[src/design/mgod_pkg.sv]
// ============================================================================
// mgod_pkg - shared types and constants
// Item formats, channel sizing and queue depth for the gate onset delay unit.
// ============================================================================
package mgod_pkg;

    // Number of channels with state (1..64).
    localparam int CHANNELS    = 16;
    localparam int CH_IDX_W    = (CHANNELS > 1) ? $clog2(CHANNELS) : 1;
    // Depth of the queue between front and back (power of two).
    localparam int QUEUE_DEPTH = 4;
    localparam int QPTR_W      = $clog2(QUEUE_DEPTH);

    localparam logic [23:0] SPM_RESET = 24'd3145728;  // 48.0 in Q8.16
    localparam logic [47:0] ROUND_HALF = 48'h00_0000_800000;

    typedef logic [CH_IDX_W-1:0] t_ch_idx;

    // Input beat.
    typedef struct packed {
        logic [3:0]         channel;
        logic signed [23:0] gate_in;
        logic [23:0]        delay_ms;
    } t_in_item;

    // Result beat.
    typedef struct packed {
        logic [3:0]         out_channel;
        logic signed [23:0] gate_out;
    } t_out_item;

    // Classified item handed from front to back.
    typedef struct packed {
        logic [3:0]  channel;
        logic [23:0] gate;
        logic        open;
        logic [23:0] samps;
    } t_work_item;

    // Queue status seen by both sides.
    typedef struct packed {
        logic full;
        logic empty;
    } t_q_stat;

endpackage

[src/design/mgod_front.sv]
// ============================================================================
// mgod_front - intake and delay conversion
// Holds the rate register, scales the delay and classifies the gate.
// ============================================================================
module mgod_front (
    input  logic                 i_clk,
    input  logic                 i_rst_n,
    input  logic                 i_cfg_we,
    input  logic [23:0]          i_cfg_wdata,
    input  logic                 i_push,
    output logic                 o_full,
    input  mgod_pkg::t_in_item   i_item,
    input  mgod_pkg::t_q_stat    i_q_stat,
    output logic                 o_q_push,
    output mgod_pkg::t_work_item o_q_item
);

    logic [23:0] r_spm;
    logic        r_vld;
    logic [3:0]  r_ch;
    logic [23:0] r_gate;
    logic [47:0] r_prod;
    logic [47:0] n_prod;
    logic [47:0] rounded;
    logic        accept;

    assign o_full   = r_vld & i_q_stat.full;
    assign accept   = i_push & ~o_full;
    assign n_prod   = 48'(i_item.delay_ms) * 48'(r_spm);
    assign o_q_push = r_vld & ~i_q_stat.full;

    // Round half up to a whole sample count.
    assign rounded  = r_prod + mgod_pkg::ROUND_HALF;

    always_comb begin
        o_q_item.channel = r_ch;
        o_q_item.gate    = r_gate;
        o_q_item.open    = (r_gate != 24'd0);
        o_q_item.samps   = rounded[47:24];
    end

    always_ff @(posedge i_clk) begin
        if (!i_rst_n) begin
            r_spm <= mgod_pkg::SPM_RESET;
            r_vld <= 1'b0;
        end else begin
            if (i_cfg_we) begin
                r_spm <= i_cfg_wdata;
            end
            if (accept) begin
                r_vld <= 1'b1;
            end else if (!i_q_stat.full) begin
                r_vld <= 1'b0;
            end
        end
    end

    always_ff @(posedge i_clk) begin
        if (accept) begin
            r_ch   <= i_item.channel;
            r_gate <= i_item.gate_in;
            r_prod <= n_prod;
        end
    end

endmodule

[src/design/mgod_queue.sv]
// ============================================================================
// mgod_queue - work item queue
// Small first-in first-out buffer between front and back.
// ============================================================================
module mgod_queue (
    input  logic                 i_clk,
    input  logic                 i_rst_n,
    input  logic                 i_push,
    input  mgod_pkg::t_work_item i_data,
    input  logic                 i_pop,
    output mgod_pkg::t_work_item o_data,
    output mgod_pkg::t_q_stat    o_stat
);

    mgod_pkg::t_work_item r_mem [mgod_pkg::QUEUE_DEPTH];
    logic [mgod_pkg::QPTR_W-1:0] r_wp;
    logic [mgod_pkg::QPTR_W-1:0] r_rp;
    logic [mgod_pkg::QPTR_W:0]   r_cnt;

    assign o_stat.full  = (r_cnt == (mgod_pkg::QPTR_W+1)'(mgod_pkg::QUEUE_DEPTH));
    assign o_stat.empty = (r_cnt == '0);
    assign o_data       = r_mem[r_rp];

    always_ff @(posedge i_clk) begin
        if (!i_rst_n) begin
            r_wp  <= '0;
            r_rp  <= '0;
            r_cnt <= '0;
        end else begin
            if (i_push) begin
                r_wp <= r_wp + 1'b1;
            end
            if (i_pop) begin
                r_rp <= r_rp + 1'b1;
            end
            case ({i_push, i_pop})
                2'b10:   r_cnt <= r_cnt + 1'b1;
                2'b01:   r_cnt <= r_cnt - 1'b1;
                default: r_cnt <= r_cnt;
            endcase
        end
    end

    always_ff @(posedge i_clk) begin
        if (i_push) begin
            r_mem[r_wp] <= i_data;
        end
    end

endmodule

[src/design/mgod_back.sv]
// ============================================================================
// mgod_back - per-channel timers and result buffer
// Updates channel state for each work item and buffers two results.
// ============================================================================
module mgod_back (
    input  logic                 i_clk,
    input  logic                 i_rst_n,
    input  mgod_pkg::t_work_item i_q_item,
    input  mgod_pkg::t_q_stat    i_q_stat,
    output logic                 o_q_pop,
    output logic                 o_empty,
    input  logic                 i_pop,
    output mgod_pkg::t_out_item  o_result
);

    logic        r_open    [mgod_pkg::CHANNELS];
    logic [23:0] r_held    [mgod_pkg::CHANNELS];
    logic [31:0] r_elapsed [mgod_pkg::CHANNELS];

    mgod_pkg::t_out_item r_ob [2];
    logic       r_wp;
    logic       r_rp;
    logic [1:0] r_cnt;

    mgod_pkg::t_ch_idx idx;
    logic        in_range;
    logic        rising;
    logic [23:0] eff_held;
    logic [31:0] eff_elapsed;
    logic [31:0] n_elapsed;
    logic [23:0] res_gate;
    logic        out_pop;
    logic        room;

    assign out_pop = i_pop & ~o_empty;
    assign room    = (r_cnt != 2'd2) | out_pop;
    assign o_q_pop = ~i_q_stat.empty & room;
    assign o_empty = (r_cnt == 2'd0);
    assign o_result = r_ob[r_rp];

    assign idx      = mgod_pkg::t_ch_idx'(i_q_item.channel);
    assign in_range = (7'(i_q_item.channel) < 7'(mgod_pkg::CHANNELS));

    always_comb begin
        rising      = ~r_open[idx] & i_q_item.open;
        eff_held    = rising ? i_q_item.gate : r_held[idx];
        eff_elapsed = rising ? 32'd0 : r_elapsed[idx];
        if (!i_q_item.open) begin
            n_elapsed = 32'd0;
        end else if (eff_elapsed == 32'hFFFF_FFFF) begin
            n_elapsed = eff_elapsed;
        end else begin
            n_elapsed = eff_elapsed + 32'd1;
        end
        if (in_range && i_q_item.open && (eff_elapsed >= {8'd0, i_q_item.samps})) begin
            res_gate = eff_held;
        end else begin
            res_gate = 24'd0;
        end
    end

    always_ff @(posedge i_clk) begin
        if (!i_rst_n) begin
            for (int i = 0; i < mgod_pkg::CHANNELS; i++) begin
                r_open[i] <= 1'b0;
            end
            r_wp  <= 1'b0;
            r_rp  <= 1'b0;
            r_cnt <= 2'd0;
        end else begin
            if (o_q_pop && in_range) begin
                r_open[idx] <= i_q_item.open;
            end
            if (o_q_pop) begin
                r_wp <= ~r_wp;
            end
            if (out_pop) begin
                r_rp <= ~r_rp;
            end
            case ({o_q_pop, out_pop})
                2'b10:   r_cnt <= r_cnt + 2'd1;
                2'b01:   r_cnt <= r_cnt - 2'd1;
                default: r_cnt <= r_cnt;
            endcase
        end
    end

    always_ff @(posedge i_clk) begin
        if (o_q_pop && in_range) begin
            r_held[idx]    <= eff_held;
            r_elapsed[idx] <= n_elapsed;
        end
        if (o_q_pop) begin
            r_ob[r_wp].out_channel <= i_q_item.channel;
            r_ob[r_wp].gate_out    <= res_gate;
        end
    end

endmodule

[src/design/multichannel_gate_onset_delay_unit.sv]
// ============================================================================
// multichannel_gate_onset_delay_unit - per-channel on-delay gate timer
// Delays the onset of a gate signal per channel by a programmable time.
// ============================================================================
// Usage:
//   Input queue side: drive i_item and raise push; the beat is taken on an
//   edge where push is high and full is low. Each beat carries a channel,
//   a gate sample and a delay in ms (Q16.8).
//   Result queue side: while empty is low, o_result holds the oldest
//   result; raise pop to take it. Exactly one result per input beat, in
//   order, echoing the channel.
//   Configuration: i_cfg_we with i_cfg_wdata writes samples per ms (Q8.16);
//   write only while the unit is idle.
// Timing:
//   One beat per cycle sustained while pop keeps up. Each beat passes
//   the multiply register, work queue, then the per-channel update
//   into the result buffer. The 24x24 delay scaling multiplier and
//   the single read-modify-write of channel state set the cycle.
// Reset:
//   Synchronous, active low. Clears all channel timers, empties both
//   queues and reloads the rate register with 48 kHz.
// Stalls:
//   With pop low, the two-entry result buffer and the four-entry work
//   queue fill up, after which full rises and input stops cleanly.
// ============================================================================
module multichannel_gate_onset_delay_unit (
    input  logic                i_clk,
    input  logic                i_rst_n,
    input  logic                i_cfg_we,
    input  logic [23:0]         i_cfg_wdata,
    input  logic                push,
    output logic                full,
    input  mgod_pkg::t_in_item  i_item,
    output logic                empty,
    input  logic                pop,
    output mgod_pkg::t_out_item o_result
);

    logic                 q_push;
    logic                 q_pop;
    mgod_pkg::t_work_item q_in;
    mgod_pkg::t_work_item q_out;
    mgod_pkg::t_q_stat    q_stat;

    // Front: take the beat, scale the delay, classify the gate.
    mgod_front u_front (
        .i_clk       (i_clk),
        .i_rst_n     (i_rst_n),
        .i_cfg_we    (i_cfg_we),
        .i_cfg_wdata (i_cfg_wdata),
        .i_push      (push),
        .o_full      (full),
        .i_item      (i_item),
        .i_q_stat    (q_stat),
        .o_q_push    (q_push),
        .o_q_item    (q_in)
    );

    // Decouple intake from the per-channel update.
    mgod_queue u_queue (
        .i_clk   (i_clk),
        .i_rst_n (i_rst_n),
        .i_push  (q_push),
        .i_data  (q_in),
        .i_pop   (q_pop),
        .o_data  (q_out),
        .o_stat  (q_stat)
    );

    // Back: advance the channel timer and hold results for the receiver.
    mgod_back u_back (
        .i_clk    (i_clk),
        .i_rst_n  (i_rst_n),
        .i_q_item (q_out),
        .i_q_stat (q_stat),
        .o_q_pop  (q_pop),
        .o_empty  (empty),
        .i_pop    (pop),
        .o_result (o_result)
    );

    // Reset leaves both sides drained and open for input.
    a_reset_clean: assert property (@(posedge i_clk)
        !i_rst_n |=> (empty && !full))
        else $error("queues not drained after reset");

    // A waiting result is never dropped while the receiver stalls.
    a_result_held: assert property (@(posedge i_clk) disable iff (!i_rst_n)
        (!empty && !pop) |=> !empty)
        else $error("result lost under stall");

    // A channel without state always reports a closed gate.
    a_range_quiet: assert property (@(posedge i_clk) disable iff (!i_rst_n)
        (!empty && (7'(o_result.out_channel) >= 7'(mgod_pkg::CHANNELS)))
        |-> (o_result.gate_out == 24'd0))
        else $error("gate output on channel without state");

endmodule
[config.mk]
export PLATFORM = sky130hd
export DESIGN_NAME = multichannel_gate_onset_delay_unit
export DESIGN_NICKNAME = d
export VERILOG_FILES = /design/src/design/mgod_pkg.sv /design/src/design/mgod_front.sv /design/src/design/mgod_queue.sv /design/src/design/mgod_back.sv /design/src/design/multichannel_gate_onset_delay_unit.sv
export SDC_FILE = /design/constraint.sdc
export NUM_CORES = 2
export LEC_CHECK = 0
export ABC_AREA = 1
export CORE_MARGIN = 2
export CORE_UTILIZATION = 30
export DETAILED_ROUTE_END_ITERATION = 16
export DONT_BUFFER_PORTS = 1
export SYNTH_ARGS = -nofsm -noshare
export SYNTH_HDL_FRONTEND = slang
export SYNTH_SLANG_ARGS = --single-unit
[constraint.sdc]
create_clock -name i_clk -period 8 [get_ports i_clk]
set_input_delay 1.2 -clock i_clk [delete_from_list [all_inputs] [get_ports i_clk]]
set_output_delay 1.2 -clock i_clk [all_outputs]
set_load 0.02 [all_outputs]
=== Word level (Yosys, flattened, before mapping) ===
Memories as Yosys holds them, arrays and structs flattened. A register that Yosys moved wholly into a read port is not among the register bits.
Index checks and enable logic that the tools add are counted.

* Register bits after elaboration: 112
* Memory bits (writable): 1180
* Input port bits: 81
* Logic and storage cells: 78
* Memories: 5

{| class="wikitable"
|+ Memory list
! memory !! words !! bits a word !! read ports !! clocked after memory_dff !! write ports !! line !! source
|-
| u_back.r_elapsed || 16 || 32 || 1 || 0 || 1 || mgod_back.sv:18 || <nowiki>logic [31:0] r_elapsed [mgod_pkg::CHANNELS];</nowiki>
|-
| u_back.r_held || 16 || 24 || 1 || 0 || 1 || mgod_back.sv:17 || <nowiki>logic [23:0] r_held [mgod_pkg::CHANNELS];</nowiki>
|-
| u_queue.r_mem || 4 || 53 || 1 || 1 || 1 || mgod_queue.sv:15 || <nowiki>mgod_pkg::t_work_item r_mem [mgod_pkg::QUEUE_DEPTH];</nowiki>
|-
| u_back.r_ob || 2 || 28 || 1 || 1 || 1 || mgod_back.sv:20 || <nowiki>mgod_pkg::t_out_item r_ob [2];</nowiki>
|-
| u_back.r_open || 16 || 1 || 1 || 0 || 16 || mgod_back.sv:16 || <nowiki>logic r_open [mgod_pkg::CHANNELS];</nowiki>
|}

* $add $sub $neg: 8
* Multiply operators: 1
* Order comparisons: 1
* Eq/ne operators: 8
* Mux-type cells: 23
* Bitwise gates (word level): 14
* Reductions and logical operators: 7

{| class="wikitable"
|+ Operators by type and width
! kind !! count
|-
| two-way mux 32 bit || 3
|-
| adder 48 x 24 -> 48 bit, second input constant || 1
|-
| multiplier 24 x 24 -> 48 bit || 1
|-
| two-way mux 24 bit || 2
|-
| adder 32 x 1 -> 32 bit, second input constant || 1
|-
| equality test 32 bit, second input constant || 1
|-
| >= comparator 32 x 24 -> 1 bit || 1
|-
| nonzero test 24 bit || 1
|-
| two-way mux 1 bit || 13
|-
| inverter 1 bit || 7
|-
| adder 2 x 1 -> 2 bit, second input constant || 3
|-
| bitwise AND 1 bit || 6
|-
| case mux 3 bit (2 select lines) || 1
|-
| equality test 2 x 1 -> 1 bit, second input constant || 2
|-
| equality test 2 bit, second input constant || 2
|-
| two-way mux 2 bit || 2
|-
| two-way mux 4 bit || 1
|-
| != test 2 bit, second input constant || 2
|-
| case mux 2 bit (2 select lines) || 1
|-
| nonzero test 2 bit || 2
|-
| adder 3 x 1 -> 3 bit, second input constant || 1
|-
| equality test 3 bit, second input constant || 1
|-
| logical NOT 3 bit || 1
|-
| subtractor 3 x 1 -> 3 bit, second input constant || 1
|-
| 5 further kinds || 5
|}

=== Logic depth before layout (Yosys ltp) ===
* Depth after elaboration: 10
* Depth in mapped cells: 30

=== By module ===
From an unflattened synthesis, not the netlist that was laid out.

* Cells, all modules: 6820
* Area, all modules: 71594.9 um^2

{| class="wikitable"
|+ Modules (own cells, without submodules)
! module !! times used !! cells each !! area an instance (um^2) !! sequential area each (um^2)
|-
| mgod_back || 1 || 3314 || 40302.4 || 29007.8
|-
| mgod_front || 1 || 2936 || 22816.9 || 2092.0
|-
| mgod_queue || 1 || 570 || 8475.6 || 6546.3
|}

=== Worst setup path after synthesis ===
Ideal clock, no wire load.

* Path type: input to register
* Start point: in i_item[20] (netlist name)
* End point: reg u_front.r_prod[41] (data pin)
* Library setup time: 265 ps
* Arrival time: 6871 ps
* Required time: 7735 ps
* Path slack: 864 ps
* Stages: 25
* Path through: clkbuf_1 -> nand2_1 -> fa_1 -> inv_1 -> fa_1 -> inv_1 -> fa_1 -> fa_1 -> inv_1 -> fa_1 -> fa_1 -> inv_1 -> fa_1 -> inv_1 -> ha_1 -> nand2_1 -> nor2_1 -> nand2_1 -> nor4_1 -> nand2_1 -> and3_1 -> o21bai_1 -> a21boi_0 -> o21ai_0 -> xor2_1

* Word-level cells in the longest chain between the ends: 1

{| class="wikitable"
|+ RTL lines
! item !! line !! source
|-
| from (decl) || multichannel_gate_onset_delay_unit.sv:33 || <nowiki>input mgod_pkg::t_in_item i_item,</nowiki>
|-
| multiplier 24 x 24 -> 48 bit || mgod_front.sv:29 || <nowiki>assign n_prod = 48'(i_item.delay_ms) * 48'(r_spm);</nowiki>
|-
| net u_front.n_prod[41] || mgod_front.sv:23 || <nowiki>logic [47:0] n_prod;</nowiki>
|-
| to (signal assigned) || mgod_front.sv:62 || <nowiki>r_prod <= n_prod;</nowiki>
|-
| to (decl) || mgod_front.sv:22 || <nowiki>logic [47:0] r_prod;</nowiki>
|}

The timed path passes the listed nets, and every way through them passes these cells.
A chain may end at the register's enable or synchronous reset.

=== Final worst setup path ===
* Start point: reg u_front.r_spm[4]
* End point: reg u_front.r_prod[41] (data pin)

* Word-level cells in the longest chain between the ends: 1

{| class="wikitable"
|+ RTL lines
! item !! line !! source
|-
| from (decl) || mgod_front.sv:18 || <nowiki>logic [23:0] r_spm;</nowiki>
|-
| from (signal assigned) || mgod_front.sv:44 || <nowiki>r_spm <= mgod_pkg::SPM_RESET;</nowiki>
|-
| from (signal assigned) || mgod_front.sv:48 || <nowiki>r_spm <= i_cfg_wdata;</nowiki>
|-
| multiplier 24 x 24 -> 48 bit || mgod_front.sv:29 ||
|-
| net u_front.n_prod[41] || mgod_front.sv:23 ||
|}

The timed path passes the listed nets, and every way through them passes these cells.

==> impl_summary.md <==
Outcome
The flow ran to the end, and the final reports show no timing, DRC or antenna violations.

Route
The number of vias in the routed layout is 47500. In this run the remaining antenna-violating nets after routing total 0. In this run the top signal layer used is met4. The routed design uses 91800 µm of met2 wire.

Before antenna repair, the detailed router went through 8 iterations. The mean routed wirelength per cell is 19.1 µm. The wire length on met1 is 81700 µm. The initial DRC count is 4068. The overall routed net length is 191000 µm. After detailed routing, the number of vias per cell comes to 4.74. The routed length on met3 is 12700 µm. The count of unresolved DRC violations after routing is 0.

Setup path
The kind of start point of the critical path is a flip-flop. For the worst setup path, the data arrival time is 7760 ps. The maximum fanout along the worst path is 15. The worst reg-to-reg path cell count is 24.

The data required time at the worst endpoint is 8490 ps. The critical setup path kind is flip-flop to flip-flop. STA classifies the critical path endpoint as a flip-flop.

CTS
The count of H-tree levels built during CTS is 3. TritonCTS built the clock tree. For this design, the CTS-stage hold fixing added 0 buffers. The master cell of the clock root buffer is clkbuf_16.

Counting along the longest clock path gives a buffer depth of 3. Buffers added to address setup during post-CTS repair amount to 0. Buffers inserted during clock tree synthesis total 121. The clock latency on the worst-skew pair is 820 ps. For this design, the sink count on the clock tree is 1272. The clock transition time at the flip-flop clock pins of the worst setup and hold paths is 60 ps. Post-CTS repair changed the size of 0 cells.

Finish
The multi-input combinational cells in the finished layout cover a total of 27900 µm². Counting the fill cells in the layout gives 23600. The most frequent standard cell in the layout excluding fill and tap cells is nand2_1.

The top cell types in the final layout, fill and taps aside, are 1761 x nand2_1, 1233 x inv_1, 1217 x edfxtp_1. Measured on the finished design, the core utilization comes to 33.3%. The area growth from synthesis to layout is 10.5%. The final layout contains 7520 nets.

The storage element area is 37600 µm². Of the cells placed in the final design, the portion with a size suffix greater than 1 is 5.60%.

Global routing
Entering global routing, the biggest net connects 157 pins. The initial antenna violation count is 10. The total routing usage reported by global routing is 15.5%. The first global-routing pass estimated 292000 µm of wire. The via count of the first global-routing pass is 48100. Summed over all layers, the global routing overflow is 0.

Timing
The actual slew at the worst max-slew pin is 1360 ps. The worst hold slack is 458 ps. The peak clock frequency supported by timing is 138 MHz. The final hold violation count is 0. In the final timing run, aggregate negative setup slack is 0 ps. The number of slew-limit violations in the final report was 0. Setup repair after global routing left no endpoint under its margin. The number of setup violations in the final report is 0. The smallest setup slack after layout is 732 ps. The worst clock skew is 132 ps.

For the finished layout, the period the worst path requires is 7270 ps. The final cycle utilization of the critical path is 90.9%. The relative slew slack is 8.60%.

Synth
During synthesis, Yosys emitted a total of 0 warnings. The number of distinct library cells after synthesis is 57. The most used flip-flop cell after synthesis is edfxtp_1. The flip-flop and latch count after synthesis is 1272.

The sequential fraction of the synthesis area is 52.6%. A synthesized cell averages 10.4 µm². The cell area after technology mapping is 71600 µm². The synthesized netlist cell count is 6860. The number of nets handed over by synthesis was 7624. Of all flip-flops after synthesis, the portion carrying an async set or reset was 0%. In this run, synthesis inferred 1217 flip-flops with an integrated enable.

Floorplan
The total core area is 238000 µm². The number of placement rows is 179. The floorplan step defined a die boundary enclosing 243000 µm². The vertical extent of the die is 493 µm.

The number of I/O pins is 111. The initial core utilization is 30.1%. The horizontal extent of the die is 493 µm.

Pwr
The completed layout was analyzed and its total power is 35900 µW. The leakage dissipation is 0.0337 µW. The worst voltage drop across the vdd grid is 0.384 mV. The power density over cell area is 453 nW/µm².

Min path
The tightest min-delay check is of the flip-flop to flip-flop type. The worst hold path was traced through 2 stages.

Placed design
The routability congestion estimate from global placement is 0.891. The detailed placer's ending HPWL is 123000 µm. The pre-CTS worst setup slack is 456 ps. The number of I/O port buffers is 0.

Run
The tool flagged a number of max-cap violations equal to 0.
[report_power, final]
group | switching [µW] | total (µW) | internal (µW)
Combinational | 13500 | 19200 | 5720
Sequential | 343 | 10900 | 10600
Clock | 2550 | 5750 | 3200
[kinds of logic after synthesis]
| group | after synthesis | synth area share, % |
|---|---|---|
| AND/OR/NAND/NOR | 2333 | 13.2 |
| buffers and inverters | 1582 | 8.72 |
| flip-flops | 1272 | 52.6 |
| AO/OA/AOI/OAI | 900 | 7.39 |
| adder cells (fa/ha/maj) | 683 | 17.0 |
| XOR/XNOR | 62 | 0.758 |
| multiplexers | 28 | 0.440 |
[registers in the layout (all words and copies together) (netlist names), named ones only]
signal	cells
u_back.r_cnt	2
u_queue.r_rp	2
u_back.r_held	384
u_back.r_ob	56
u_back.r_rp	1
u_back.r_elapsed	512
u_queue.r_mem	212
u_back.r_open	16
u_front.r_gate	24
u_front.r_prod	25
u_queue.r_cnt	3
u_queue.r_wp	2
u_front.r_ch	4
u_front.r_spm	24
u_back.r_wp	1
u_front.r_vld	1
[critical path, cell delays in order, from the launching register on]
cell and delay, ps:
dfxtp_1 890, nand2_1 200, fa_1 570, inv_1 50, fa_1 470, inv_1 50
fa_1 490, fa_1 520, inv_1 50, fa_1 490, fa_1 490, inv_1 50
fa_1 530, inv_1 60, ha_1 350, nand2_1 110, nor2_1 200, nand2_1 70
nor4_1 160, nand2_1 90, and3_1 260, o21bai_1 340, a21boi_0 220, o21ai_0 250
xor2_1 100
[Yosys cell counts (9+ instances only)]
library cell | number | area share (%)
a21oi_1 | 258 | 1.8
a22oi_1 | 192 | 2.0
a31oi_1 | 11 | 0.096
a32o_1 | 23 | 0.32
buf_1 | 21 | 0.11
buf_2 | 41 | 0.29
buf_4 | 20 | 0.21
buf_6 | 22 | 0.35
clkbuf_1 | 229 | 1.2
dfxtp_1 | 55 | 1.5
edfxtp_1 | 1217 | 51
fa_1 | 482 | 13
ha_1 | 201 | 3.5
inv_1 | 1236 | 6.5
inv_2 | 9 | 0.047
mux2_2 | 28 | 0.44
nand2_1 | 1762 | 9.2
nand3_1 | 88 | 0.61
nand3b_1 | 52 | 0.54
nand4_1 | 17 | 0.15
nor2_1 | 303 | 1.6
nor2_2 | 15 | 0.13
nor3_1 | 14 | 0.098
nor4_1 | 11 | 0.096
o21ai_0 | 247 | 1.7
o21ai_1 | 113 | 0.79
o221ai_1 | 25 | 0.31
or2_0 | 11 | 0.096
or2_1 | 15 | 0.13
or3_1 | 24 | 0.21
xnor2_1 | 17 | 0.21
xor2_1 | 45 | 0.55
[final timing paths]
| path | slack [ps] | endpoint | from |
|---|---|---|---|
| max | 730 | u_front.r_prod[41] | u_front.r_spm[4] |
| min | 460 | flip-flop | u_queue.r_rp[1] |
| max reg2reg | 730 | u_front.r_prod[41] | u_front.r_spm[4] |
| min reg2reg | 460 | flip-flop | u_queue.r_rp[1] |
[stage by stage]
stage / area (µm²) / instances
floorplan: 71600 / 6860
global placement: 75200 / 9800
detailed placement: 75200 / 9800
CTS: 79200 / 10000
global route: 79200 / 10000
finish: 79200 / 10000
[metal layers]
layer  up-vias  GRT usage, %
met5         -             0
met1     23700          20.6
met2      1574          26.2
li1      21900             -
met4         0          4.18
met3       319          2.46
[layout make-up]
class                      instances  share of cell area (%)
tap                             3167                    5.00
clock buffer                     152                    4.05
antenna                            2                 0.00632
multi-input combinational       4006                    35.3
sequential                      1272                    47.6
clock inverter                    71                   0.992
timing repair buffer             107                    1.19
inverter                        1248                    5.92
Note: power is estimated with default switching activity, not from simulation.
